[config.mk]
export PLATFORM = sky130hd
export DESIGN_NAME = gses_sobel
export DESIGN_NICKNAME = d
export VERILOG_FILES = /design/src/rtl/grey_sobel_edge_stream_unit_assert.svh /design/src/rtl/gses_pkg.sv /design/src/rtl/gses_sobel.sv
export SDC_FILE = /design/constraint.sdc
export NUM_CORES = 1
export LEC_CHECK = 0
export BUFFER_PORTS_ARGS = -buffer_cell sky130_fd_sc_hd__buf_2
export CORE_UTILIZATION = 35
export DETAILED_ROUTE_END_ITERATION = 10
export PLACE_DENSITY = 0.56
export SLEW_MARGIN = 20
export SYNTH_ARGS = -nofsm -noshare
export SYNTH_HDL_FRONTEND = slang
export SYNTH_SLANG_ARGS = --single-unit
[constraint.sdc]
create_clock -name clk -period 5.55 [get_ports clk]
set_input_delay 0.555 -clock clk [delete_from_list [all_inputs] [get_ports clk]]
set_output_delay 0.555 -clock clk [all_outputs]
set_load 0.01 [all_outputs]
[src/rtl/grey_sobel_edge_stream_unit_assert.svh]
// ---------------------------------------------------------------------------
// Assertion macros for the grey Sobel edge stream unit
// Each macro expects a clk and an active-high rst in the enclosing scope.
// ---------------------------------------------------------------------------
`ifndef GREY_SOBEL_EDGE_STREAM_UNIT_ASSERT_SVH
`define GREY_SOBEL_EDGE_STREAM_UNIT_ASSERT_SVH

// Same-cycle implication
`define GSES_ASSERT_IMP(label, ante, cons) \
  label: assert property (@(posedge clk) disable iff (rst) (ante) |-> (cons)) \
    else $error("gses assertion failed");

// Next-cycle implication
`define GSES_ASSERT_NXT(label, ante, cons) \
  label: assert property (@(posedge clk) disable iff (rst) (ante) |=> (cons)) \
    else $error("gses assertion failed");

`endif

[src/rtl/gses_pkg.sv]
// ---------------------------------------------------------------------------
// gses_pkg
// Shared types and constants of the grey Sobel edge stream unit.
// ---------------------------------------------------------------------------
package gses_pkg;

  localparam int MAX_WIDTH  = 2048;
  localparam int MAX_HEIGHT = 2048;

  localparam int PIX_W  = 8;
  localparam int POS_W  = 11;
  localparam int SIZE_W = 12;
  localparam int WGT_W  = 8;
  localparam int IDX_W  = 3;

  localparam logic [SIZE_W-1:0] MIN_SIZE       = SIZE_W'(3);
  localparam logic [SIZE_W-1:0] MAX_WIDTH_SZ   = SIZE_W'(MAX_WIDTH);
  localparam logic [SIZE_W-1:0] MAX_HEIGHT_SZ  = SIZE_W'(MAX_HEIGHT);
  localparam logic [SIZE_W-1:0] WIDTH_RESET    = SIZE_W'(640);
  localparam logic [SIZE_W-1:0] HEIGHT_RESET   = SIZE_W'(480);
  localparam logic [WGT_W-1:0]  RED_RESET      = WGT_W'(77);
  localparam logic [WGT_W-1:0]  GREEN_RESET    = WGT_W'(150);
  localparam logic [WGT_W-1:0]  BLUE_RESET     = WGT_W'(29);

  typedef enum logic [IDX_W-1:0] {
    REG_LINE_WIDTH   = 3'd0,
    REG_FRAME_HEIGHT = 3'd1,
    REG_RED_COEF     = 3'd2,
    REG_GREEN_COEF   = 3'd3,
    REG_BLUE_COEF    = 3'd4
  } cfg_reg_e;

  // per-stage control shared by the datapath modules
  typedef struct packed {
    logic advance;   // whole pipeline moves one stage
    logic load;      // the stage feeding this unit holds a pixel
  } pipe_ctl_t;

  // tag carried alongside a pixel through the pipeline
  typedef struct packed {
    logic             valid;
    logic             emit;
    logic             last;
    logic [POS_W-1:0] row;
    logic [POS_W-1:0] col;
  } pix_tag_t;

endpackage

[src/rtl/gses_sobel.sv]
// ---------------------------------------------------------------------------
// gses_sobel
// 3x3 window shift register and saturated |Gx|+|Gy| magnitude.
// ---------------------------------------------------------------------------
module gses_sobel (
  input  logic                         clk,
  input  logic                         rst,
  input  gses_pkg::pipe_ctl_t          ctl,
  input  logic [gses_pkg::PIX_W-1:0]   top,
  input  logic [gses_pkg::PIX_W-1:0]   mid,
  input  logic [gses_pkg::PIX_W-1:0]   bot,
  output logic [gses_pkg::PIX_W-1:0]   edge_value
);

  localparam int W  = gses_pkg::PIX_W;
  localparam int S3 = W + 2;

  // index 0 is the left column, 2 the newest
  logic [W-1:0] win_t [3];
  logic [W-1:0] win_m [3];
  logic [W-1:0] win_b [3];

  logic [S3-1:0] gx_pos, gx_neg, gy_pos, gy_neg;
  logic [S3-1:0] gx_abs, gy_abs;
  logic [S3:0]   mag;
  logic [W-1:0]  edge_next;

  always_ff @(posedge clk) begin
    if (rst) begin
      for (int i = 0; i < 3; i++) begin
        win_t[i] <= '0;
        win_m[i] <= '0;
        win_b[i] <= '0;
      end
    end else if (ctl.advance && ctl.load) begin
      for (int i = 0; i < 2; i++) begin
        win_t[i] <= win_t[i+1];
        win_m[i] <= win_m[i+1];
        win_b[i] <= win_b[i+1];
      end
      win_t[2] <= top;
      win_m[2] <= mid;
      win_b[2] <= bot;
    end
  end

  always_comb begin
    gx_pos = S3'(win_t[2]) + {1'b0, win_m[2], 1'b0} + S3'(win_b[2]);
    gx_neg = S3'(win_t[0]) + {1'b0, win_m[0], 1'b0} + S3'(win_b[0]);
    gy_pos = S3'(win_t[0]) + {1'b0, win_t[1], 1'b0} + S3'(win_t[2]);
    gy_neg = S3'(win_b[0]) + {1'b0, win_b[1], 1'b0} + S3'(win_b[2]);
    gx_abs = (gx_pos >= gx_neg) ? gx_pos - gx_neg : gx_neg - gx_pos;
    gy_abs = (gy_pos >= gy_neg) ? gy_pos - gy_neg : gy_neg - gy_pos;
    mag    = (S3+1)'(gx_abs) + (S3+1)'(gy_abs);
    edge_next = (|mag[S3:W]) ? '1 : mag[W-1:0];
  end

  always_ff @(posedge clk) begin
    if (ctl.advance) begin
      edge_value <= edge_next;
    end
  end

endmodule

# Word level (Yosys, flattened, before mapping)
# Memories as Yosys holds them, arrays and structs flattened.
# Index checks and enable logic that the tools add are counted.
[op_classes] n_bitwise=9 addsub=13 muxes=16 n_reduce_logical=2 n_lt_le_gt_ge=2
[ops] op="2-to-1 mux 8 bit" n=9
[ops] op="adder 10 x 8 -> 10 bit" n=4
[ops] op="adder 8 x 9 -> 10 bit" n=4
[ops] op="subtractor 10 bit" n=4
[ops] op="greater-or-equal comparator 10 bit" n=2
[ops] op="2-to-1 mux 10 bit" n=2
[ops] op="adder 10 x 10 -> 11 bit" n=1
[ops] op="OR 1 bit" n=9
[ops] op="2-to-1 mux 1 bit" n=5
[ops] op="OR reduction 3 bit" n=1
[ops] op="logical AND 1 bit" n=1
[word_totals] memories=3 output_inout_bits=8 ff_bits=8 ramBits=72
[memory_table] name="win_b" depth=3 width=8 rd=3 rd_clocked_by_memory_dff=0 wr=3 line_no="gses_sobel.sv:21" text="logic [W-1:0] win_b [3];"
[memory_table] name="win_m" depth=3 width=8 rd=3 rd_clocked_by_memory_dff=0 wr=3 line_no="gses_sobel.sv:20" text="logic [W-1:0] win_m [3];"
[memory_table] name="win_t" depth=3 width=8 rd=3 rd_clocked_by_memory_dff=0 wr=3 line_no="gses_sobel.sv:19" text="logic [W-1:0] win_t [3];"

# Logic depth before layout (Yosys ltp)
# Gate-level depths: netlist (run 1).
[logic_depth] depth_word=6 depth_mapped=27 mapped_depth_nobuf=26

# Least setup slack after synthesis (run 1)
# No wires, ideal clock.
[synth_timing] kind="register to register" startpoint="mem win_t[0][17] (netlist name)" endpoint="reg edge_value[2] (netlist name), data pin" period_less_slack_ns=5.717 path_stages_with_launch=25 required_time_ns=5.262 arrival_ns=5.430 setup_slack_ns=-0.167 n_path_buf=2 path_cell_list="edfxtp_1 > inv_1 > fa_1 > inv_1 > ha_1 > fa_1 > a21o_1 > a21oi_1 > o21bai_1 > a21oi_1 > xor2_1 > ha_1 > clkbuf_1 > o21a_1 > a21o_1 > o41a_1 > buf_6 > mux2i_1 > xor2_1 > ha_1 > or3_1 > a21oi_1 > o21ai_0 > nor4_2 > o21ai_0"
[synth_lines] element="start, declared" line_no="gses_sobel.sv:19"
[synth_lines] element="end signal, assigned" line_no="gses_sobel.sv:60" text="edge_value <= edge_next;"
[synth_lines] element="end, declared" line_no="gses_sobel.sv:12" text="output logic [gses_pkg::PIX_W-1:0] edge_value"

==> results of run 1 <==
## worst paths after layout
path / start / to / cells after the start / slack, ps
min: top[5] / win_t[0][21] / 2 / 480
min reg2reg: win_m[0][14] / win_m[0][6] / 1 / 520
max: win_t[0][1] / edge_value[3] / 27 / -160
max reg2reg: win_t[0][1] / edge_value[3] / 27 / -160
## stage by stage
step | TNS (ps) | area, sq um
6_report | -1100 | 8740
5_1_grt | -3030 | 8740
4_1_cts | -999 | 8540
3_5_place_dp | -3670 | 8060
3_3_place_gp | -2420 | 8060
2_1_floorplan | 0 | 7010
## cells in the final DEF (no fill, tap or decap), types with 4 or more instances in the layout
cell       instances
nand2_1           29
nor2b_1           10
a21oi_2            8
inv_2              6
buf_6              8
a21oi_1           24
nand3_1            5
nor3_1            11
mux2i_1           12
ha_1              81
nor2_1            26
buf_2             35
and2_1            67
o21ai_0           18
xnor2_1           31
a21o_1            24
o21bai_1           4
fa_2               6
xor2_1            22
nand3b_1           6
nand4_1            4
o21a_1             9
clkbuf_16          9
buf_4             91
a31oi_1            9
edfxtp_1          80
inv_1             56
nand2b_1          10
fa_1              31
## Yosys cell counts (3+ instances only)
master    count
nor2_1       30
inv_1        62
mux2i_1      14
edfxtp_1     80
ha_1         84
nand3b_1      6
o41ai_1       3
o211ai_1      3
and2_1       67
nand4_1       4
fa_1         37
o21bai_1      4
a21o_1       24
a21oi_1      34
buf_2         3
xnor2_1      31
nor3_1       12
nand2b_1     12
xor2_1       24
o21a_1        9
o21ai_0      22
nand2_1      31
clkbuf_1     14
nor2b_1      11
nand3_1       6
a31oi_1      10
## per-layer routing
| layer | part of all wire | global-route usage | vias to the layer above |
|---|---|---|---|
| met4 | 0.021 | 0.0526 | 0 |
| met3 | 0.026 | 0.0303 | 25 |
| li1 | - | - | 2554 |
| met5 | 0 | 0 | - |
| met2 | 0.50 | 0.293 | 77 |
| met1 | 0.45 | 0.200 | 2484 |
## final cells by class
class                      count  area share
multi-input combinational    504       0.514
sequential                    80       0.275
timing repair buffer         135       0.111
tap                          265      0.0380
inverter                      62      0.0266
clock buffer                  10      0.0262
clock inverter                 5     0.00945
## timing repair
item	CTS	global route
buffers inserted	10	6
endpoints found under the setup margin	8	8
gates cloned	0	0
pin swaps	30	42
gates resized for setup	31	31
## registers in the layout, indices dropped and copies added, names as in the netlist
register	flops
win_b	24
win_m	24
win_t	24
edge_value	8
## kinds of logic (layout without fill, tap and decap cells)
| group | after synthesis | count (layout) | share of synthesized area |
|---|---|---|---|
| simple gates | 185 | 185 | 0.143 |
| compound gates | 127 | 127 | 0.119 |
| fa+ha+maj | 121 | 121 | 0.256 |
| buf+inv | 81 | 212 | 0.0461 |
| flops | 80 | 80 | 0.343 |
| xor+xnor | 55 | 55 | 0.0689 |
| mux | 16 | 16 | 0.0238 |
## worst max-delay path: cells and delay by family, from the launching register on
kind            cells  cell delay, ps
fa+ha+maj           5            1670
compound gates      9            1440
buf+inv             6             710
simple gates        4             660
xor+xnor            2             440
flops               1             340
mux                 1             180
==> flow_metrics.tcl, run 1 <==
set metrics [dict create \
    yosys.area.top_type "edfxtp_1" \
    fin_skew_ps 6.29 \
    via_per_inst 4.84 \
    cp_slowest_stage_delay_ps 530 \
    gp_congestion 0.875 \
    hold_class "input port to register" \
    rsz0062_at_grt "true" \
    synth_edf_count 80 \
    io_pins 36 \
    worstSetupPathType "register to register" \
    grt_pass1_vias 5355 \
    fin_ws_ps -156 \
    grt_overflow 0 \
    diodes 0 \
    dp_slack_ps -477 \
    regArea_sq_mm 0.00240 \
    netlist_area_sq_mm 0.00700 \
    final_nets 941 \
    drive_gt1_frac 0.258 \
    die_w_um 143 \
    fin_cells 1061 \
    hold_buffers 0 \
    drt-total-wl_um 16000 \
    drt-initial-drc-count 214 \
    yosys-top-cells-area "edfxtp_1 (34%), ha_1 (15%), fa_1 (11%)" \
    drcViolationCount 0 \
    yosysTopAreaCellShare 0.343 \
    die_h_um 143 \
    grt_max_degree 73 \
    start_util 0.358 \
    yosysUniqueCellTypes 47 \
    synth_area_per_cell_sq_um 10.5 \
    cp_slowest_cell "fa_1" \
    clock.fmax_ghz 0.175 \
    maxCapViolCount 0 \
    holdWs_ps 480 \
    fin_util 0.447 \
    clkLatencyLatePin_ps 350 \
    cp.arrival_ps 5810 \
    finalWorstPathRequiredPeriod_ps 5710 \
    cts-root-buf "clkbuf_16" \
    critPathMaxFanout 5 \
    endpoint_kind "register" \
    fin_crit_sh 1.03 \
    via_count 5140 \
    path_clk_slew_ps 60 \
    synth_seq_cells 80 \
    violations "negative setup slack" \
    worst_pin_slew_ps 954 \
    slew_violations 0 \
    fill_cells 1916 \
    routedWlPerCell_um 15.1 \
    drt_pass1_iterations 5 \
    slew_headroom 0.364 \
    area_delta_synth_final_pct 24.9 \
    hold_viol 0 \
    drtAntennaViolNets 0 \
    postSynth.asyncResetShare 0 \
    multiInputGateArea_sq_mm 0.00449 \
    dp.cells 1029 \
    coreArea_sq_mm 0.0195 \
    clockBufferDepth 2 \
    synth.net_count 814 \
    fp-row-count 51 \
    synth_flop_cell "edfxtp_1" \
    antenna_found_initial 0 \
    grt_usage 0.165 \
    cts_tree "yes" \
    ys_warn_count 0 \
    finalSetupViolations 8 \
    crit_required_ps 5650 \
    cts_buffers 9 \
    ys_seq_area_frac 0.343 \
    critPathLaunchType "register" \
    portBuffers 35 \
    cts-htree-levels 3 \
    cts.sinks 80 \
    status "finished with violations" \
    die_area_sq_mm 0.0206 \
    dpl.hpwl_um 12700 \
    synthCells 665 \
    grt_pass1_wl_um 26200 \
]
Power of run 1 is left out: the tool's default activity adds up to more than one toggle a clock period on the data nets, which glitch-free logic cannot reach.
==> run 2, diff against run 1 <==
- ABC_AREA: default -> 1
- CTS_BUF_LIST: default -> sky130_fd_sc_hd__clkbuf_2
- SETUP_SLACK_MARGIN: default -> 0.4
==> run 2 against run 1 <==
Net effect: the run now ends clean; clock skew rose by 60 ps; register-to-register slack improved by 900 ps; global-route usage fell by 0.14 points; wire length rose by 12%; largest cell class unchanged; synthesized area rose by 11%; via count rose by 18%; worst hold slack got worse by 240 ps; critical path depth rose by 4; first-iteration DRC count rose by 71%; fmax rose by 19%.
==> flow_metrics.tcl, run 2 <==
set metrics [dict create \
    status "finished, final reports clean" \
    cts-htree-levels 3 \
    clkLatencyLatePin_ps 610 \
    cts_tree "yes" \
    slew_violations 0 \
    yosys-top-cells-count "nand2_1 (247), inv_1 (218), nor2_1 (106)" \
    cp_slowest_stage_delay_ps 530 \
    busiest_layer "met2" \
    cp_slowest_cell "fa_1" \
    die_h_um 151 \
    yosys-top-cells-area "edfxtp_1 (31%), ha_1 (14%), nand2_1 (12%)" \
    rsz0062_at_grt "false" \
    holdWs_ps 245 \
    critPathLaunchType "register" \
    hold_viol 0 \
    fin_skew_ps 66.2 \
    grt_overflow 0 \
    path_clk_slew_ps 260 \
    die_area_sq_mm 0.0228 \
    slew_headroom 0.326 \
    largest_registers "win_b (24), win_m (24), win_t (24)" \
    hold_buffers 0 \
    grtUsageMet1 0.212 \
    ys_warn_count 0 \
    synth.net_count 1148 \
    synth.most_common_cell "nand2_1" \
    grt_usage 0.163 \
    synth_area_per_cell_sq_um 7.76 \
    fin_crit_sh 0.865 \
    portBuffers 35 \
    critPathMaxFanout 8 \
    finalWorstPathRequiredPeriod_ps 4800 \
    synth_seq_cells 80 \
    via_per_inst 4.55 \
    cts_buffers 9 \
    clock.fmax_ghz 0.208 \
    synth_edf_count 80 \
    cp.arrival_ps 5190 \
    synth_flop_cell "edfxtp_1" \
    cp_common_cell "nand2_1" \
    yosysTopAreaCellShare 0.310 \
    area_delta_synth_final_pct 11.5 \
    yosysUniqueCellTypes 32 \
    postSynth.asyncResetShare 0 \
    hold_depth 3 \
    clockBufferDepth 2 \
    reg2reg_slack_ps 750 \
    grt_pass1_vias 5880 \
    ys_seq_area_frac 0.310 \
    coreArea_sq_mm 0.0218 \
    endpoint_kind "register" \
    via_count 6049 \
    hp-start "bot[1]" \
    final_common_cell "nand2_1" \
    drive_gt1_frac 0.131 \
    antenna_found_initial 1 \
    final_nets 1193 \
    routedWlPerCell_um 13.4 \
    hold_class "input port to register" \
    die_w_um 151 \
    fp-row-count 54 \
    drcViolationCount 0 \
    drt-total-wl_um 17800 \
    worstSetupPathType "register to register" \
    maxCapViolCount 0 \
    grtUsageMet2 0.284 \
    grt_pass1_wl_um 28500 \
    yosys.area.top_type "edfxtp_1" \
    gp_congestion 0.890 \
    most-common-layout-cells "nand2_1 (243), inv_1 (210), nor2_1 (105)" \
    io_pins 36 \
    drtAntennaViolNets 0 \
    drt-initial-drc-count 366 \
    worst_pin_slew_ps 1010 \
    grt_use_met3 0.0211 \
    cts.sinks 80 \
    drt_pass1_iterations 5 \
    worstHoldEndpoint "win_b[0][17]" \
    start_util 0.356 \
    reg2reg_depth 31 \
    dpl.hpwl_um 14100 \
    r2r_start "win_t[0][17]" \
    grt_max_degree 73 \
    crit_required_ps 5940 \
    r2r_end "edge_value[5]" \
    finalSetupViolations 0 \
    tns_ps 0 \
    synthCells 999 \
    netlist_area_sq_mm 0.00775 \
    cts-root-buf "clkbuf_2" \
]
[run 2: cell count changes after synthesis, sizes merged, moves of 13 or more]
cell / delta
and2: -67
a21o: -22
nor2: +83
mux2i: -14
o21ai: -13
nand3: +57
inv: +163
xnor2: -15
nand2: +225
[run 2: per-layer routing]
layer	vias to the layer above	share of wire	routed length, um
met4	0	0.016	278
met2	106	0.49	8740
met3	14	0.024	430
li1	3179	-	-
met1	2750	0.47	8360
met5	-	0	0
[run 2: what timing repair did]
action,4_1_cts,5_1_grt
setup buffers,2,8
resized for setup,4,50
endpoints found under the setup margin,8,8
gates cloned,0,2
pin swaps,2,13
[run 2: kinds of logic (layout without fill, tap and decap cells)]
kind of cell	after synthesis	count (layout)	synth area share
adders and majority gates	121	121	0.231
AOI/OAI and AO/OA	69	69	0.0520
buffers and inverters	239	287	0.120
other	0	1	0
and+or+nand+nor	449	451	0.241
xor gates and xnor gates	41	41	0.0463
DFF	80	80	0.310
[run 2: how the worst max path moves through the flow]
stage | startpoint | endpoint | slack (ps) | cells after the start
final | win_t[0][17] | edge_value[5] | 750 | 31
after floorplan | win_t[0][17] | edge_value[1] | 840 | 30
after global placement | win_t[0][17] | edge_value[6] | 180 | 31
after CTS | win_t[0][1] | edge_value[5] | 410 | 30
after detailed placement | win_t[0][17] | edge_value[5] | 160 | 31
after global routing | win_t[0][17] | edge_value[7] | 380 | 33
[run 2: stage by stage]
stage | instance area [sq um] | utilization | setup WS, ps | cells
2_1_floorplan | 7750 | - | 841 | 999
3_3_place_gp | 8220 | 0.378 | 179 | 1301
3_5_place_dp | 8220 | 0.378 | 163 | 1301
4_1_cts | 8340 | 0.383 | 411 | 1319
5_1_grt | 8640 | 0.397 | 380 | 1330
6_report | 8640 | 0.397 | 747 | 1330
[run 2: critical path: cells and delay by family (launching register included)]
family          cells  cell delay [ps]
xor+xnor            1              210
compound gates      3              540
simple gates       17             1420
fa+ha+maj           5             1600
flops               1              400
buf+inv             5              410
[run 2: cell type report]
class,count,area (sq um)
Timing Repair Buffer,46,258
Tap cell,280,350
Fill cell,2305,13100
Antenna cell,1,2.50
Inverter,225,847
Multi-Input combinational cell,682,4690
Clock inverter,7,47.5
Sequential cell,80,2400
Clock buffer,9,45.0
Power of run 2 is left out for the same reason.
==> run 3, diff against run 2 <==
--- a/config.mk
+++ b/config.mk
@@ -13,5 +13,5 @@
 export PLACE_DENSITY = 0.56
 export SETUP_SLACK_MARGIN = 0.4
-export SLEW_MARGIN = 20
+export SLEW_MARGIN = 25
 export SYNTH_ARGS = -nofsm -noshare
 export SYNTH_HDL_FRONTEND = slang
==> constraint.sdc (replaced) <==
create_clock -name clk -period 5.55 [get_ports clk]
set_input_delay 1.11 -clock clk [delete_from_list [all_inputs] [get_ports clk]]
set_output_delay 1.11 -clock clk [all_outputs]
set_load 0.01 [all_outputs]
==> run 3 against run 2 <==
Net effect: highest routed layer unchanged; clock-buffer cell count unchanged; critical path type unchanged; utilization about the same; die area unchanged; first-iteration DRC count down 14%.
==> flow_metrics.tcl, run 3 (synthesis results as in run 2) <==
set metrics [dict create \
    status "finished, final reports clean" \
    portBuffers 35 \
    tns_ps 0 \
    drt-initial-drc-count 316 \
    hold_viol 0 \
    grt_max_degree 73 \
    cp_common_cell "nand2_1" \
    grt_pass1_vias 5880 \
    finalSetupViolations 0 \
    drtAntennaViolNets 0 \
    drive_gt1_frac 0.131 \
    gp_congestion 0.890 \
    critPathMaxFanout 8 \
    fin_crit_sh 0.864 \
    multiInputGateArea_sq_mm 0.00470 \
    cp_slowest_cell "fa_1" \
    cts-root-buf "clkbuf_2" \
    cts-htree-levels 3 \
    worst_pin_slew_ps 781 \
    die_h_um 151 \
    final_common_cell "nand2_1" \
    critPathLaunchType "register" \
    area_delta_synth_final_pct 11.6 \
    io_pins 36 \
    coreArea_sq_mm 0.0218 \
    die_area_sq_mm 0.0228 \
    cts_tree "yes" \
    clockBufferDepth 2 \
    crit_required_ps 5930 \
    drt_pass1_iterations 5 \
    maxCapViolCount 0 \
    clkLatencyLatePin_ps 620 \
    finalWorstPathRequiredPeriod_ps 4790 \
    slew_violations 0 \
    worstSetupPathType "register to register" \
    most-common-layout-cells "nand2_1 (243), inv_1 (210), nor2_1 (105)" \
    hold_class "register to register" \
    cp.arrival_ps 5180 \
    regArea_sq_mm 0.00240 \
    antenna_found_initial 1 \
    final_nets 1193 \
    endpoint_kind "register" \
    drcViolationCount 0 \
    slew_headroom 0.479 \
    fp-row-count 54 \
    routedWlPerCell_um 13.4 \
    drt-total-wl_um 17800 \
    grt_overflow 0 \
    die_w_um 151 \
    path_clk_slew_ps 300 \
    clock.fmax_ghz 0.209 \
    hold_buffers 0 \
    fill_cells 2302 \
    largest_registers "win_b (24), win_m (24), win_t (24)" \
    grt_pass1_wl_um 28500 \
    fin_skew_ps 66.9 \
    grt_usage 0.163 \
    rsz0062_at_grt "false" \
    via_per_inst 4.55 \
    cts.sinks 80 \
    cts_buffers 9 \
    start_util 0.356 \
    dpl.hpwl_um 14100 \
    cp_slowest_stage_delay_ps 530 \
    via_count 6049 \
]
-- run 3: cell types whose count changed in the layout (fill, tap and decap cells not counted) --
cell	before	now
nand2_4	5	4
nand2_8	0	1
-- run 3: layout make-up --
cell class	instances	share of cell area
Inverter	225	0.0979
Tap cell	280	0.0405
Multi-Input combinational cell	682	0.543
Clock buffer	9	0.00521
Antenna cell	1	0.000289
Sequential cell	80	0.278
Timing Repair Buffer	46	0.0298
Clock inverter	7	0.00549
-- run 3: path summary, 6_finish.rpt --
check               start       endpoint  slack (ps)  depth (start not counted)
min          win_m[0][13]    win_m[0][5]         540                          2
max reg2reg  win_t[0][17]  edge_value[5]         760                         31
max          win_t[0][17]  edge_value[5]         760                         31
min reg2reg  win_m[0][13]    win_m[0][5]         540                          2
-- run 3: per-layer routing --
metal / track usage / wire length [um]
met5: 0 / 0
met4: 0.0450 / 275
met3: 0.0211 / 408
met2: 0.284 / 8740
met1: 0.212 / 8360
-- run 3: worst max-delay path: cells and delay by family, from the launching register on --
family                     cells  cell delay [ps]
DFF                            1              400
xor gates and xnor gates       1              210
adders and majority gates      5             1600
and+or+nand+nor               17             1420
AOI/OAI and AO/OA              3              540
buffers and inverters          5              400
-- run 3: what timing repair did --
| item | CTS | global route |
|---|---|---|
| setup endpoints to repair | 8 | 8 |
| gates resized for setup | 4 | 50 |
| setup buffers | 2 | 8 |
| gates cloned | 0 | 2 |
| pin swaps | 2 | 13 |
-- run 3: per-stage QoR --
stage | worst slack [ps] | area, sq um | cells | hold slack, ps | util
global placement | 179 | 8220 | 1301 | 522 | 0.378
CTS | 411 | 8340 | 1319 | 550 | 0.383
detailed placement | 163 | 8220 | 1301 | 532 | 0.378
finish | 755 | 8650 | 1330 | 544 | 0.398
floorplan | 841 | 7750 | 999 | 519 | -
global route | 380 | 8650 | 1330 | 605 | 0.398
Power of run 3 is left out for the same reason.
