===== src/rtl/grey_sobel_edge_stream_unit_assert.svh =====
// ---------------------------------------------------------------------------
// Assertion macros for the grey Sobel edge stream unit
// Each macro expects a clk and an active-high rst in the enclosing scope.
// ---------------------------------------------------------------------------
`ifndef GREY_SOBEL_EDGE_STREAM_UNIT_ASSERT_SVH
`define GREY_SOBEL_EDGE_STREAM_UNIT_ASSERT_SVH

// Same-cycle implication
`define GSES_ASSERT_IMP(label, ante, cons) \
  label: assert property (@(posedge clk) disable iff (rst) (ante) |-> (cons)) \
    else $error("gses assertion failed");

// Next-cycle implication
`define GSES_ASSERT_NXT(label, ante, cons) \
  label: assert property (@(posedge clk) disable iff (rst) (ante) |=> (cons)) \
    else $error("gses assertion failed");

`endif


===== src/rtl/gses_pkg.sv =====
// ---------------------------------------------------------------------------
// gses_pkg
// Shared types and constants of the grey Sobel edge stream unit.
// ---------------------------------------------------------------------------
package gses_pkg;

  localparam int MAX_WIDTH  = 2048;
  localparam int MAX_HEIGHT = 2048;

  localparam int PIX_W  = 8;
  localparam int POS_W  = 11;
  localparam int SIZE_W = 12;
  localparam int WGT_W  = 8;
  localparam int IDX_W  = 3;

  localparam logic [SIZE_W-1:0] MIN_SIZE       = SIZE_W'(3);
  localparam logic [SIZE_W-1:0] MAX_WIDTH_SZ   = SIZE_W'(MAX_WIDTH);
  localparam logic [SIZE_W-1:0] MAX_HEIGHT_SZ  = SIZE_W'(MAX_HEIGHT);
  localparam logic [SIZE_W-1:0] WIDTH_RESET    = SIZE_W'(640);
  localparam logic [SIZE_W-1:0] HEIGHT_RESET   = SIZE_W'(480);
  localparam logic [WGT_W-1:0]  RED_RESET      = WGT_W'(77);
  localparam logic [WGT_W-1:0]  GREEN_RESET    = WGT_W'(150);
  localparam logic [WGT_W-1:0]  BLUE_RESET     = WGT_W'(29);

  typedef enum logic [IDX_W-1:0] {
    REG_LINE_WIDTH   = 3'd0,
    REG_FRAME_HEIGHT = 3'd1,
    REG_RED_COEF     = 3'd2,
    REG_GREEN_COEF   = 3'd3,
    REG_BLUE_COEF    = 3'd4
  } cfg_reg_e;

  // per-stage control shared by the datapath modules
  typedef struct packed {
    logic advance;   // whole pipeline moves one stage
    logic load;      // the stage feeding this unit holds a pixel
  } pipe_ctl_t;

  // tag carried alongside a pixel through the pipeline
  typedef struct packed {
    logic             valid;
    logic             emit;
    logic             last;
    logic [POS_W-1:0] row;
    logic [POS_W-1:0] col;
  } pix_tag_t;

endpackage


===== src/rtl/gses_grey.sv =====
// ---------------------------------------------------------------------------
// gses_grey
// Weighted BGR to grey conversion, products then sum, two register stages.
// ---------------------------------------------------------------------------
module gses_grey (
  input  logic                         clk,
  input  gses_pkg::pipe_ctl_t          ctl,
  input  logic [gses_pkg::PIX_W-1:0]   blue,
  input  logic [gses_pkg::PIX_W-1:0]   green,
  input  logic [gses_pkg::PIX_W-1:0]   red,
  input  logic [gses_pkg::WGT_W-1:0]   red_coef,
  input  logic [gses_pkg::WGT_W-1:0]   green_coef,
  input  logic [gses_pkg::WGT_W-1:0]   blue_coef,
  output logic [gses_pkg::PIX_W-1:0]   grey
);

  localparam int PROD_W = gses_pkg::PIX_W + gses_pkg::WGT_W;
  localparam int SUM_W  = PROD_W + 2;

  logic [PROD_W-1:0] prod_r;
  logic [PROD_W-1:0] prod_g;
  logic [PROD_W-1:0] prod_b;
  logic [SUM_W-1:0]  sum;
  logic [SUM_W-9:0]  scaled;
  logic [gses_pkg::PIX_W-1:0] grey_next;

  always_ff @(posedge clk) begin
    if (ctl.advance) begin
      prod_r <= PROD_W'(red)   * PROD_W'(red_coef);
      prod_g <= PROD_W'(green) * PROD_W'(green_coef);
      prod_b <= PROD_W'(blue)  * PROD_W'(blue_coef);
    end
  end

  always_comb begin
    sum       = SUM_W'(prod_r) + SUM_W'(prod_g) + SUM_W'(prod_b);
    scaled    = sum[SUM_W-1:8];
    // saturate to the pixel range
    grey_next = (|scaled[SUM_W-9:gses_pkg::PIX_W]) ? '1 : scaled[gses_pkg::PIX_W-1:0];
  end

  always_ff @(posedge clk) begin
    if (ctl.advance && ctl.load) begin
      grey <= grey_next;
    end
  end

endmodule


===== config.mk =====
export PLATFORM = sky130hd
export DESIGN_NAME = gses_grey
export DESIGN_NICKNAME = d
export VERILOG_FILES = /design/src/rtl/grey_sobel_edge_stream_unit_assert.svh /design/src/rtl/gses_pkg.sv /design/src/rtl/gses_grey.sv
export SDC_FILE = /design/constraint.sdc
export NUM_CORES = 1
export LEC_CHECK = 0
export ABC_AREA = 1
export CAP_MARGIN = 20
export CORE_MARGIN = 2
export CORE_UTILIZATION = 50
export DETAILED_ROUTE_END_ITERATION = 10
export DONT_BUFFER_PORTS = 1
export PLACE_DENSITY_LB_ADDON = 0.12
export REMOVE_ABC_BUFFERS = 1
export SLEW_MARGIN = 10
export SYNTH_ARGS = -nofsm -noshare
export SYNTH_HDL_FRONTEND = slang
export SYNTH_SLANG_ARGS = --single-unit

===== constraint.sdc =====
create_clock -name clk -period 7.35 [get_ports clk]
set_clock_uncertainty 0.2 [all_clocks]
set_input_delay 0.3675 -clock clk [delete_from_list [all_inputs] [get_ports clk]]
set_output_delay 0.3675 -clock clk [all_outputs]
set_load 0.05 [all_outputs]

### After elaboration in Yosys (flattened, before gate mapping)

Cells that the tools add are included.

| word-level totals | value |
|---|---|
| bits in registers | 56 |
| input bits | 51 |
| output and inout bits | 8 |
| word-level logic and storage cells | 11 |

| operators by class | value |
|---|---|
| $add $sub $neg | 2 |
| $mul | 3 |
| reduce and logical (&&, ||, !) cells | 2 |

Operator list:

| kind | count |
|---|---|
| multiplier 8 x 8 -> 16 bit | 3 |
| adder 17 x 16 -> 18 bit | 1 |
| adder 16 x 16 -> 17 bit | 1 |
| OR reduction 2 bit | 1 |
| logical AND 1 bit | 1 |

### Depth between registers and ports, before layout

Gate-level depths: netlist of the first run.

| depth | value |
|---|---|
| depth after elaboration | 3 |
| gate-level depth with buffers | 20 |
| mapped depth without buffers | 19 |

### Worst setup path before layout of the first run

Ideal clock, no wire load.

| timing | value |
|---|---|
| path kind | input -> register |
| start point | in green[0] (netlist bit) |
| end point | reg prod_g[12], data pin |
| library setup time | 252 ps |
| arrival | 4015 ps |
| data required time | 6898 ps |
| setup slack | 2883 ps |
| stages on the path | 17 |
| path buffers | 1 |
| cell sequence | clkbuf_1 -> nand2_1 -> fa_1 -> fa_1 -> inv_1 -> fa_1 -> inv_1 -> fa_1 -> inv_1 -> ha_1 -> a21oi_1 -> a21boi_0 -> o21ai_0 -> nand2_1 -> nand2_1 -> nand2_1 -> nand2_1 |

| on the way | value |
|---|---|
| word-level cells in the longest chain between the ends | 1 |

Ends and longest elaborated chain:

| item | line | source |
|---|---|---|
| from (decl) | gses_grey.sv:9 | `input logic [gses_pkg::PIX_W-1:0] green,` |
| multiplier 8 x 8 -> 16 bit | gses_grey.sv:30 | `prod_g <= PROD_W'(green) * PROD_W'(green_coef);` |
| to (signal assigned) | gses_grey.sv:30 |  |
| to (decl) | gses_grey.sv:21 | `logic [PROD_W-1:0] prod_g;` |

No other way between the ends.
A chain may end at the register's enable or synchronous reset.

### Worst setup path after layout of the first run

Ends and elaborated chain as after synthesis.

==> run summary, run 1 <==
The maximum operating frequency came out at approximately 240 MHz. The share of the clock period used by the worst path is between 50% and 60%. Setup repair after global routing left no endpoint under its margin. The filler cell count in the final layout is ~1800.

The worst pin sits at a relative slew slack of between 60 and 70%. The data required time of the worst path is between 7000 and 8000 ps. Once the floorplan was initialized, standard cells occupied 50.8% of the core. At the later pin of the worst-skew pair, clock insertion delay measures just under 300 ps. The power density over the cells came out at 375 nW/um^2. The max-cap check violation count is 0. The kind of end point of the critical path is a register. The detail-routed net length per standard cell came out at 12.6 um. Sequential elements use between 10% and 20% of the synthesized area.

The die span in y came out at 142 um. The switching part of the total came out at between 50% and 60%. The clock network accounts for 6.6% of the total power. The standard cell area after detailed placement is 9580 um^2. In this run the mean area of a mapped cell was 7.90 um^2. The root buffer cell chosen for the clock tree is sky130_fd_sc_hd__clkbuf_16.

The synthesized netlist cell count is 1199. The count of state elements after synthesis came out at 56. The net switching power of the design came out at approximately 1900 uW.

The overall fraction of global-route tracks in use came out at a little under a fifth. Overall power consumption after layout is estimated at around 3700 uW. The number of hold violations in the final report is 0.

The proportion of layout cells with a drive suffix above 1 came out at 1.55%. TritonCTS built the clock tree. The horizontal extent of the die is between 100 and 150 um. Setup violations remaining at the end of the flow were counted as 0. The total number of nets in the final design is around 1500.

The number of max-slew violations in the final report came out at 0. The core region is ~19000 um^2. The placed wire-length estimate after detailed placement is about 15000 um.

The vias after detailed routing is around 6800. Of the total power, combinational logic draws about three quarters. The worst vdd rail ir drop is 0.000253 V. The worst setup path is launched from a primary input. The first routing iteration left around 380 violations. The leakage power is 0.00599 uW. The number of detailed-route iterations in the first pass is 5. The number of buffers created by CTS came out at 5.

Leaving out filler cells and counting taps, the final layout contains 1394. The total DRC errors in the routed layout came out at 0. The number of resized instances in the post-cts repair step came out at 0. At the end of routability-driven placement, the weighted congestion stood at approximately 0.84. The flow ran to the end, and the final reports show no timing, DRC or antenna violations. By area the synthesized netlist is led by sky130_fd_sc_hd__fa_1, sky130_fd_sc_hd__edfxtp_1, sky130_fd_sc_hd__ha_1. The remaining antenna violation count is 0. Cells fill a little over half of the core in the end. The clock transition at the registers of the reported paths came out at about 70 ps. The worst path arrival time is 3950 ps. In this run the most used layer during global routing was met2. The buffer levels on the longest clock path came out at 2.

The largest net degree at the start of global routing came out at 49. The biggest area contributor in the post-synthesis netlist is sky130_fd_sc_hd__fa_1. Buffers placed on the I/O ports in this run total 0. The sequential group share of total power came out at 20.3%.

Summed over all layers, the global routing overflow is 0. The floorplan step defined a die boundary enclosing approximately 20000 um^2. The global-route wire length before repair is roughly 30000 um. Summed over all layers, the routed wires come to between 15000 and 20000 um.

0 antenna diodes ended up in the layout. The floorplan has 50 rows. After synthesis the cells add up to approximately 9500 um^2. The number of different library cells used by synthesis comes to 30. The sink count of the clock tree came out at 56. The final-layout setup total negative slack came out at 0 ps. The kind of critical path is in -> reg. The number of global-route vias before repair is 6690. The I/O pin count is 59. In this run the worst hold path is classified as in -> reg.

During synthesis, Yosys emitted a total of 0 warnings. The number of instances in the placed design is about 1400. The register-to-register setup slack is between 4000 and 5000 ps.

The post-synthesis to final-layout area growth came out at 3.03%. The largest fanout on the critical path came out at 8. For this run, global-route usage on met3 was measured as 1.65%. The slew of the pin with the lowest slew margin is roughly 500 ps. The global-route met1 utilization is between 20% and 30%. The internal power is 1750 uW. The global routing met2 resource utilization is between 30 and 40%.

The number of antenna violations at the first check in global routing came out at 0. The clock period minus worst slack is 4090 ps. The average via count per standard cell is approximately 4.9. The final design instance area without fill is 9760 um^2. The number of H-tree levels came out at 2.

The area share of the largest cell type after synthesis is between 20% and 30%.
==> metrics by stage <==
step / setup slack (ps) / hold slack [ps]
finish: 3260 / 52.8
global route: 2970 / 53.7
CTS: 3260 / 53.2
detailed placement: 2940 / 286
global placement: 2970 / 286
floorplan: 3150 / 280
==> Yosys cell counts <==
master / instances
sky130_fd_sc_hd__a211oi_1: 1
sky130_fd_sc_hd__a21boi_0: 1
sky130_fd_sc_hd__a21boi_1: 1
sky130_fd_sc_hd__a21boi_2: 2
sky130_fd_sc_hd__a21oi_1: 48
sky130_fd_sc_hd__buf_2: 4
sky130_fd_sc_hd__clkbuf_1: 44
sky130_fd_sc_hd__edfxtp_1: 56
sky130_fd_sc_hd__fa_1: 123
sky130_fd_sc_hd__ha_1: 123
sky130_fd_sc_hd__inv_1: 351
sky130_fd_sc_hd__nand2_1: 309
sky130_fd_sc_hd__nand2_2: 3
sky130_fd_sc_hd__nand3_1: 34
sky130_fd_sc_hd__nand3_2: 1
sky130_fd_sc_hd__nand3b_1: 1
sky130_fd_sc_hd__nor2_1: 27
sky130_fd_sc_hd__nor2_4: 1
sky130_fd_sc_hd__nor3_1: 2
sky130_fd_sc_hd__nor4_1: 1
sky130_fd_sc_hd__nor4_2: 1
sky130_fd_sc_hd__o2111ai_1: 5
sky130_fd_sc_hd__o21a_1: 1
sky130_fd_sc_hd__o21ai_0: 18
sky130_fd_sc_hd__o21ai_1: 1
sky130_fd_sc_hd__o21ai_2: 1
sky130_fd_sc_hd__o21bai_1: 4
sky130_fd_sc_hd__o31ai_1: 1
sky130_fd_sc_hd__xnor2_1: 12
sky130_fd_sc_hd__xor2_1: 22
==> timing repair <==
item / CTS / global route
hold buffers: 1 / 0
endpoints found under the hold margin: 48 / 0
buffers inserted: 0 / 0
==> path summary, 6_finish.rpt <==
check               startpoint          to  cells after the start
setup / recovery      green[0]  prod_g[12]                     16
hold / removal    blue_coef[0]   prod_b[0]                      2
setup reg to reg    prod_g[13]     grey[4]                     10
hold reg to reg      prod_g[8]     grey[0]                      4
==> power groups by stage <==
| stage | logic [uW] | registers [uW] | clock network (uW) |
|---|---|---|---|
| after CTS | 2690 | 747 | 247 |
| final | 2680 | 742 | 241 |
| after global routing | 3130 | 761 | 259 |
| after detailed placement | 2670 | 754 | 0 |
| after floorplan | 2120 | 721 | 0 |
| after global placement | 2660 | 753 | 0 |
==> per-layer routing <==
metal	wire length (um)	vias up	share of wire [%]
li1	-	3451	-
met3	776	10	4.4
met5	0	-	0
met2	8010	158	46
met1	8730	3186	50
met4	86	0	0.49
==> cell families after synthesis <==
family / Yosys count / share of synthesized area (%)
buffers and inverters: 399 / 15.9
AND/OR/NAND/NOR: 380 / 15.9
adder cells (fa/ha/maj): 246 / 42.3
AO/OA/AOI/OAI: 84 / 5.05
flip-flops: 56 / 17.8
XOR/XNOR: 34 / 3.14
==> flip-flops by register name, summed over array words and instances (netlist names) <==
signal / cells
prod_r: 16
prod_g: 16
grey: 8
prod_b: 16
==> worst max-delay path, stage by stage <==
cell                       delay (ps)
sky130_fd_sc_hd__nand2_1           60
sky130_fd_sc_hd__fa_1             500
sky130_fd_sc_hd__fa_1             560
sky130_fd_sc_hd__inv_1             60
sky130_fd_sc_hd__fa_1             530
sky130_fd_sc_hd__inv_1             50
sky130_fd_sc_hd__fa_1             520
sky130_fd_sc_hd__inv_1             40
sky130_fd_sc_hd__ha_1             340
sky130_fd_sc_hd__a21oi_1          180
sky130_fd_sc_hd__a21boi_0         300
sky130_fd_sc_hd__o21ai_0          190
sky130_fd_sc_hd__nand2_1          110
sky130_fd_sc_hd__nand2_1           50
sky130_fd_sc_hd__nand2_1           60
sky130_fd_sc_hd__nand2_1           40
==> layout by cell type (no fill, tap or decap) <==
cell type / instances
sky130_fd_sc_hd__xor2_1: 22
sky130_fd_sc_hd__a21boi_1: 1
sky130_fd_sc_hd__nand3b_1: 1
sky130_fd_sc_hd__inv_8: 1
sky130_fd_sc_hd__o21bai_1: 4
sky130_fd_sc_hd__a21boi_2: 2
sky130_fd_sc_hd__nor3_1: 2
sky130_fd_sc_hd__nand3_2: 1
sky130_fd_sc_hd__nor2_1: 27
sky130_fd_sc_hd__o2111ai_1: 5
sky130_fd_sc_hd__inv_1: 351
sky130_fd_sc_hd__nand2_1: 309
sky130_fd_sc_hd__o21ai_0: 18
sky130_fd_sc_hd__clkinvlp_4: 2
sky130_fd_sc_hd__fa_1: 123
sky130_fd_sc_hd__nor2_4: 1
sky130_fd_sc_hd__nand2_2: 3
sky130_fd_sc_hd__a21oi_1: 48
sky130_fd_sc_hd__a211oi_1: 1
sky130_fd_sc_hd__nand3_1: 34
sky130_fd_sc_hd__o21ai_2: 1
sky130_fd_sc_hd__ha_1: 123
sky130_fd_sc_hd__clkbuf_16: 5
sky130_fd_sc_hd__edfxtp_1: 56
sky130_fd_sc_hd__o31ai_1: 1
sky130_fd_sc_hd__xnor2_1: 12
sky130_fd_sc_hd__nor4_2: 1
sky130_fd_sc_hd__a21boi_0: 1
sky130_fd_sc_hd__o21a_1: 1
sky130_fd_sc_hd__nor4_1: 1
sky130_fd_sc_hd__buf_16: 1
sky130_fd_sc_hd__o21ai_1: 1
==> cell type report <==
class,count,area [um^2],share of cell area [%]
tap,234,293,3.00
timing repair buffer,1,27.5,0.282
sequential,56,1680,17.2
inverter,351,1320,13.5
clock buffer,5,125,1.28
clock inverter,3,26.3,0.269
multi-input combinational,744,6280,64.4
(Power assumes the default switching activity.)
==> run 2: changes to the inputs <==
- clock period: 7.35 -> 4 ns (I/O delays scaled with it)
==> run 2 against run 1 <==
Compared with the run above:
- via count stayed put
- sequential power is 85% higher
- non-clock buffer count is 23 higher
- routed wire length is 1.8% higher
- total power is 89% higher
- utilization is 1.0 points higher
- setup slack worse by 3000 ps
- first-iteration DRC count is 22% higher
- largest power group unchanged
==> run summary, run 2 (same netlist as run 1, synthesis figures left out) <==
The register area came out at 1680 um^2 (unchanged). The worst min-delay path category is in -> reg (unchanged). The source-to-sink clock delay at the later pin of the worst-skew pair came out at 290 ps (about the same). The largest fanout on the critical path is 8 (unchanged). The final number of setup-violating endpoints came to 0 (unchanged).

The worst vdd rail ir drop is 0.000525 V (was 0.000253 V). The horizontal extent of the die was 142 um (unchanged). The worst hold path stage count is 3 (was 2). The worst path arrival time is 3610 ps (was 3950 ps). The power density over the cells was 694 nW/um^2 (was 375 nW/um^2). The internal power was 3370 uW (was 1750 uW). The post-synthesis to final-layout area growth is 4.99% (was 3.03%). The sequential group share of total power was 19.8% (was 20.3%).

The number of global-route vias before repair is 6594 (was 6690). The net switching power of the design is 3540 uW (was 1910 uW). The die span in y is 142 um (unchanged). The max-cap check violation count is 0 (unchanged).

The filler cell count in the final layout came out at 1796 (was 1817). Static timing analysis puts the maximum clock frequency at between 200 and 300 MHz. The final global-route overflow total is 0 (unchanged). The total chip power is 6900 uW (was 3660 uW).

The die outline area came out at 20100 um^2 (unchanged). The global-route wire length before repair is 31200 um (was 30700 um). The final-layout setup total negative slack is 0 ps (unchanged). Commonest cells after routing, fill and taps aside: sky130_fd_sc_hd__inv_1, sky130_fd_sc_hd__nand2_1, sky130_fd_sc_hd__fa_1, sky130_fd_sc_hd__ha_1, sky130_fd_sc_hd__edfxtp_1 (unchanged). The largest net degree at the start of global routing came out at 49 (unchanged). The global placement routability congestion came to 0.819 (was 0.842). The detail-routed net length per standard cell was 12.6 um (about the same).

Result of the run: completed (unchanged). The setup fix buffers added after clock tree synthesis is 0 (unchanged). The I/O pin count is 59 (unchanged). The count of standard-cell rows is 50 (unchanged). RSZ-0062 raised after global routing: false (unchanged). The clock tree root driver cell was sky130_fd_sc_hd__clkbuf_16 (unchanged). The clock transition at the registers of the reported paths came out at 70 ps (about the same).

The sink count of the clock tree is 56 (unchanged). The number of antenna violations at the first check in global routing came out at 0 (unchanged). The switching part of the total is 51.2% (was 52.2%). The kind of start point of the critical path was a primary input (unchanged).

The number of detailed-route iterations in the first pass is 5 (unchanged). The DRC violation total after the first TritonRoute iteration is 460 (was 377). The initial standard-cell utilization of the core is 50.8% (unchanged). The remaining antenna violation count is 0 (unchanged). The placed wire-length estimate after detailed placement came out at 15700 um (was 15400 um). The clock period minus worst slack came out at roughly 3800 ps.

The commonest non-fill, non-tap cell in the layout is sky130_fd_sc_hd__inv_1 (unchanged). The buffer levels on the longest clock path is 2 (unchanged). The kind of end point of the critical path was a register (unchanged). The TritonCTS clock tree was built (unchanged). The leakage power is 0.00609 uW (was 0.00599 uW). The average via count per standard cell is 4.80 (was 4.88). The number of hold violations in the final report is 0 (unchanged). The share of the clock period used by the worst path came out at a little over nine tenths. The share of the core filled with cells in the final layout is 53.3% (was 52.3%).

The footprint of the multi-input gates was 6290 um^2 (was 6280 um^2). Largest registers: prod_b (16), prod_g (16), prod_r (16) (unchanged). The vias after detailed routing came out at 6805 (unchanged). The total number of nets in the final design is 1479 (was 1456). The count of buffers inserted at the top-level ports is 0 (unchanged).

The proportion of layout cells with a drive suffix above 1 came to 3.04% (was 1.55%). The kind of critical path was in -> reg (unchanged). The relative contribution of combinational cells to total power came out at 74.1% (was 73.2%). The count of antenna diodes in the layout came out at 0 (unchanged).

The overall fraction of global-route tracks in use came out at 19.0% (was 18.7%). The worst hold margin was 35.0 ps (was 52.8 ps). The overall routed net length came to 17900 um (was 17600 um). The slew of the pin with the lowest slew margin is 460 ps (was 514 ps). The number of buffers created by CTS came out at 5 (unchanged). The depth of the most critical reg-to-reg path is 12 (was 10). The worst slew slack as a fraction of its limit is 69.4% (was 65.5%).

The area of the core is 18600 um^2 (unchanged). The data required time of the worst path is 3850 ps (was 7210 ps). The number of H-tree levels came out at 2 (unchanged). The number of max-slew violations in the final report is 0 (unchanged). The clock group share of total power is 6.1% (was 6.6%).

The total DRC errors in the routed layout is 0 (unchanged).
-- run 2: cell type report --
type / count / area share [%]
tap: 234 / 2.94
timing repair buffer: 24 / 2.16
sequential: 56 / 16.9
multi-input combinational: 744 / 63.3
inverter: 351 / 13.3
clock buffer: 6 / 1.30
clock inverter: 2 / 0.138
-- run 2: path summary, 6_finish.rpt --
kind | start | end | slack (ps)
worst min register to register | prod_b[8] | grey[0] | 830
worst max register to register | prod_r[5] | grey[0] | 1240
worst min-delay path | red_coef[0] | prod_r[1] | 40
worst max-delay path | green[0] | prod_g[13] | 240
-- run 2: timing repair --
action	in CTS	in global routing
hold buffers	7	0
hold endpoints to repair	51	0
endpoints found under the setup margin	0	3
gates resized for setup	0	4
-- run 2: power groups by stage --
stage,registers [uW],clock network [uW],logic [uW]
after floorplan,1320,0,3900
after global placement,1390,0,5050
after detailed placement,1390,0,5070
after CTS,1380,438,5130
after global routing,1400,461,5950
final,1370,424,5110
-- run 2: worst max-delay path, cell delays in order --
cell                       delay [ps]
sky130_fd_sc_hd__nand2_1           60
sky130_fd_sc_hd__fa_1             510
sky130_fd_sc_hd__fa_1             550
sky130_fd_sc_hd__inv_1             60
sky130_fd_sc_hd__fa_1             530
sky130_fd_sc_hd__inv_1             50
sky130_fd_sc_hd__fa_1             530
sky130_fd_sc_hd__inv_1             40
sky130_fd_sc_hd__ha_1             330
sky130_fd_sc_hd__buf_4            150
sky130_fd_sc_hd__nand2_1           80
sky130_fd_sc_hd__inv_1             50
sky130_fd_sc_hd__a21boi_2         150
sky130_fd_sc_hd__o21ai_1          100
sky130_fd_sc_hd__nand2_1           90
sky130_fd_sc_hd__nand2_1           50
sky130_fd_sc_hd__nand2_1           60
sky130_fd_sc_hd__nand2_1           40
-- run 2: metal layers --
| layer | wire [um] | track usage, % |
|---|---|---|
| met5 | 0 | 0 |
| met4 | 87 | 1.68 |
| met3 | 628 | 1.79 |
| met2 | 8170 | 30.8 |
| met1 | 9030 | 28.8 |
-- run 2: per-stage QoR --
stage	std cells	instance area (um^2)	setup slack, ps
3_5_place_dp	1402	9700	-189
4_1_cts	1417	9930	112
5_1_grt	1417	9940	8.32
6_report	1417	9940	239
3_3_place_gp	1402	9700	-130
2_1_floorplan	1151	9280	-36.7
==> run 3: changes to the inputs <==
==> constraint.sdc (replaced) <==
create_clock -name clk -period 4 [get_ports clk]
set_clock_uncertainty 0.2 [all_clocks]
set_input_delay 0.8 -clock clk [delete_from_list [all_inputs] [get_ports clk]]
set_output_delay 0.8 -clock clk [all_outputs]
set_load 0.05 [all_outputs]
==> run 3 against run 2 <==
Compared with the run above:
- the run now ends with negative setup slack left
- global-route usage up 0.68 points
- highest routed layer unchanged
- sequential power hardly changed
- first-iteration DRC count decreased by 20%
- cell area rose by 12%
- utilization rose by 6.3 points
- combinational power up 36%
- clock power is essentially flat
- register-to-register slack worse by 20 ps
- largest cell class unchanged
- critical path depth shrank 2
- sequential cell count is the same
==> run summary, run 3 (same netlist as run 1, synthesis figures left out) <==
Result of the run: complete, but fails checks (was completed). The final reports fail on negative setup slack. The count of antenna diodes in the layout came to 0 (unchanged). The final number of setup-violating endpoints is 11 (was 0).

The number of detailed-route iterations in the first pass came to 5 (unchanged). The clock group share of total power is 4.8% (was 6.1%). The maximum operating frequency came out at 245 MHz (was 266 MHz). The source-to-sink clock delay at the later pin of the worst-skew pair came out at 290 ps (about the same). The commonest non-fill, non-tap cell in the layout is sky130_fd_sc_hd__inv_1 (unchanged).

The placed wire-length estimate after detailed placement is 15900 um (was 15700 um). The number of hold violations in the final report is 0 (unchanged). The final design instance area without fill came out at 11100 um^2 (was 9940 um^2). The clock tree root driver cell is sky130_fd_sc_hd__clkbuf_16 (unchanged). The data required time of the worst path is 3850 ps (about the same). The total DRC errors in the routed layout is 0 (unchanged). The TritonCTS clock tree is built (unchanged). The delay contributed by the slowest stage of the critical path is 560 ps (was 550 ps). The number of buffers created by CTS is 5 (unchanged). The clock transition at the registers of the reported paths is 70 ps (about the same). The switching part of the total came to 49.0% (was 51.2%). The initial standard-cell utilization of the core came out at 50.8% (unchanged). RSZ-0062 raised after global routing: true (was false).

The worst slew slack as a fraction of its limit was 69.6% (was 69.4%). The worst path arrival time came out at 3920 ps (was 3610 ps). The detail-routed net length per standard cell is 12.9 um (was 12.6 um). The setup slack after layout came to -75.9 ps (was 239 ps). The area of the core is 18600 um^2 (unchanged). The relative contribution of combinational cells to total power was 79.5% (was 74.1%). The leakage power came out at 0.00648 uW (was 0.00609 uW). The count of buffers inserted at the top-level ports is 0 (unchanged). The number of antenna violations at the first check in global routing came out at 0 (unchanged). The standard cell area after detailed placement was 10000 um^2 (was 9700 um^2). The clock period minus worst slack came out at 4080 ps (was 3760 ps). The post-synthesis to final-layout area growth came to 17.5% (was 4.99%). The kind of start point of the critical path is a primary input (unchanged). The number of max-slew violations in the final report is 0 (unchanged). The number of H-tree levels came out at 2 (unchanged).

The slew of the pin with the lowest slew margin came out at 457 ps (was 460 ps). Cells along the critical path: nand2_8 > fa_1 > fa_1 > inv_1 > fa_1 > inv_1 > fa_1 > inv_2 > ha_4 > a21oi_4 > a21boi_4 > o21ai_2 > nand2_1 > nand2_1 > nand2_1 > nand2_1 (was nand2_1 > fa_1 > fa_1 > inv_1 > fa_1 > inv_1 > fa_1 > inv_1 > ha_1 > buf_4 > nand2_1 > inv_1 > a21boi_2 > o21ai_1 > nand2_1 > nand2_1 > nand2_1 > nand2_1). The internal power came out at 4470 uW (was 3370 uW). The die span in y is 142 um (unchanged). The DRC violation total after the first TritonRoute iteration is 369 (was 460).

The number of instances in the placed design came to 1447 (was 1402). The kind of critical path is in -> reg (unchanged). The sequential group share of total power came out at 15.7% (was 19.8%).

The power density over the cells is 787 nW/um^2 (was 694 nW/um^2). The remaining antenna violation count is 0 (unchanged). The kind of end point of the critical path is a register (unchanged). The die outline area came out at 20100 um^2 (unchanged). The count of standard-cell rows is 50 (unchanged).

The largest fanout on the critical path came out at 8 (unchanged). The share of the clock period used by the worst path came out at 102% (was 94.0%). The largest net degree at the start of global routing came out at 50 (was 49). The slowest stage cell on the critical path is sky130_fd_sc_hd__fa_1 (unchanged). The vias after detailed routing is 7053 (was 6805).

Commonest cells after routing, fill and taps aside: sky130_fd_sc_hd__inv_1, sky130_fd_sc_hd__nand2_1, sky130_fd_sc_hd__fa_1 (was sky130_fd_sc_hd__inv_1, sky130_fd_sc_hd__nand2_1, sky130_fd_sc_hd__fa_1, sky130_fd_sc_hd__ha_1, sky130_fd_sc_hd__edfxtp_1). The number of global-route vias before repair is 7105 (was 6594). The average via count per standard cell is 4.81 (was 4.80). The I/O pin count came out at 59 (unchanged). The max-cap check violation count is 0 (unchanged). The overall routed net length is 18900 um (was 17900 um). The total number of nets in the final design came out at 1528 (was 1479). The horizontal extent of the die is 142 um (unchanged).

The worst vdd rail ir drop is 0.000477 V (was 0.000525 V). The overall fraction of global-route tracks in use came out at 19.6% (was 19.0%). The number of standard cells in the final layout excluding fillers came out at 1466 (was 1417).

The worst min-delay path category is in -> reg (unchanged). Largest registers: prod_b (16), prod_g (16), prod_r (16) (unchanged). The proportion of layout cells with a drive suffix above 1 is 17.9% (was 3.04%). The sink count of the clock tree is 56 (unchanged). The global placement routability congestion is 0.844 (was 0.819). The final global-route overflow total is 0 (unchanged). The net switching power of the design is 4290 uW (was 3540 uW). The buffer levels on the longest clock path was 2 (unchanged).

The global-route wire length before repair came out at 32400 um (was 31200 um). The filler cell count in the final layout is 1683 (was 1796).
## run 3: cell type report
class | count | area [um^2] | area share, %
repair buffers | 73 | 582 | 5.23
inverters | 351 | 1320 | 11.9
multi-input cells | 744 | 7110 | 63.9
well taps | 234 | 293 | 2.63
clock inverters | 2 | 13.8 | 0.124
flip-flops and latches | 56 | 1680 | 15.1
clock buffers | 6 | 129 | 1.16
## run 3: what timing repair did
action / in CTS / in global routing
resized for setup: 96 / 105
pin swaps: 65 / 55
setup endpoints to repair: 26 / 25
setup buffers: 7 / 8
hold buffers: 0 / 0
## run 3: metal layers
metal / up-vias / global-route usage (%) / wire length (um)
li1: 3595 / - / -
met1: 3322 / 29.1 / 9240
met3: 12 / 1.48 / 575
met5: - / 0 / 0
met4: 0 / 2.26 / 112
met2: 124 / 32.8 / 8920
## run 3: power by group through the flow
stage	clock (uW)	sequential, uW	combinational (uW)
final	425	1370	6960
after global placement	0	1390	5530
after global routing	459	1400	7850
after floorplan	0	1320	3900
after detailed placement	0	1390	5570
after CTS	435	1380	6200
## run 3: worst paths after layout
check	startpoint	to	slack [ps]	depth (start not counted)
min	ctl[1]	prod_r[2]	430	0
min reg2reg	prod_b[8]	grey[0]	820	4
max	green[5]	prod_g[12]	-80	16
max reg2reg	prod_r[13]	grey[6]	1220	10
## run 3: per-stage QoR
step | setup WS (ps) | setup TNS, ps | util (%) | power, uW | hold WS [ps]
floorplan | -637 | -8170 | - | 5230 | 674
global placement | -731 | -13290 | 53.9 | 6920 | 719
detailed placement | -808 | -13930 | 53.9 | 6960 | 718
CTS | -83.7 | -417 | 57.1 | 8020 | 417
global route | -198 | -2570 | 59.7 | 9710 | 411
finish | -75.9 | -330 | 59.7 | 8760 | 427
## run 3: worst max-delay path, delay by kind of cell
| kind | cells | cell delay (ps) |
|---|---|---|
| buffers and inverters | 3 | 150 |
| adder cells (fa/ha/maj) | 5 | 2260 |
| AND/OR/NAND/NOR | 5 | 250 |
| AO/OA/AOI/OAI | 3 | 450 |
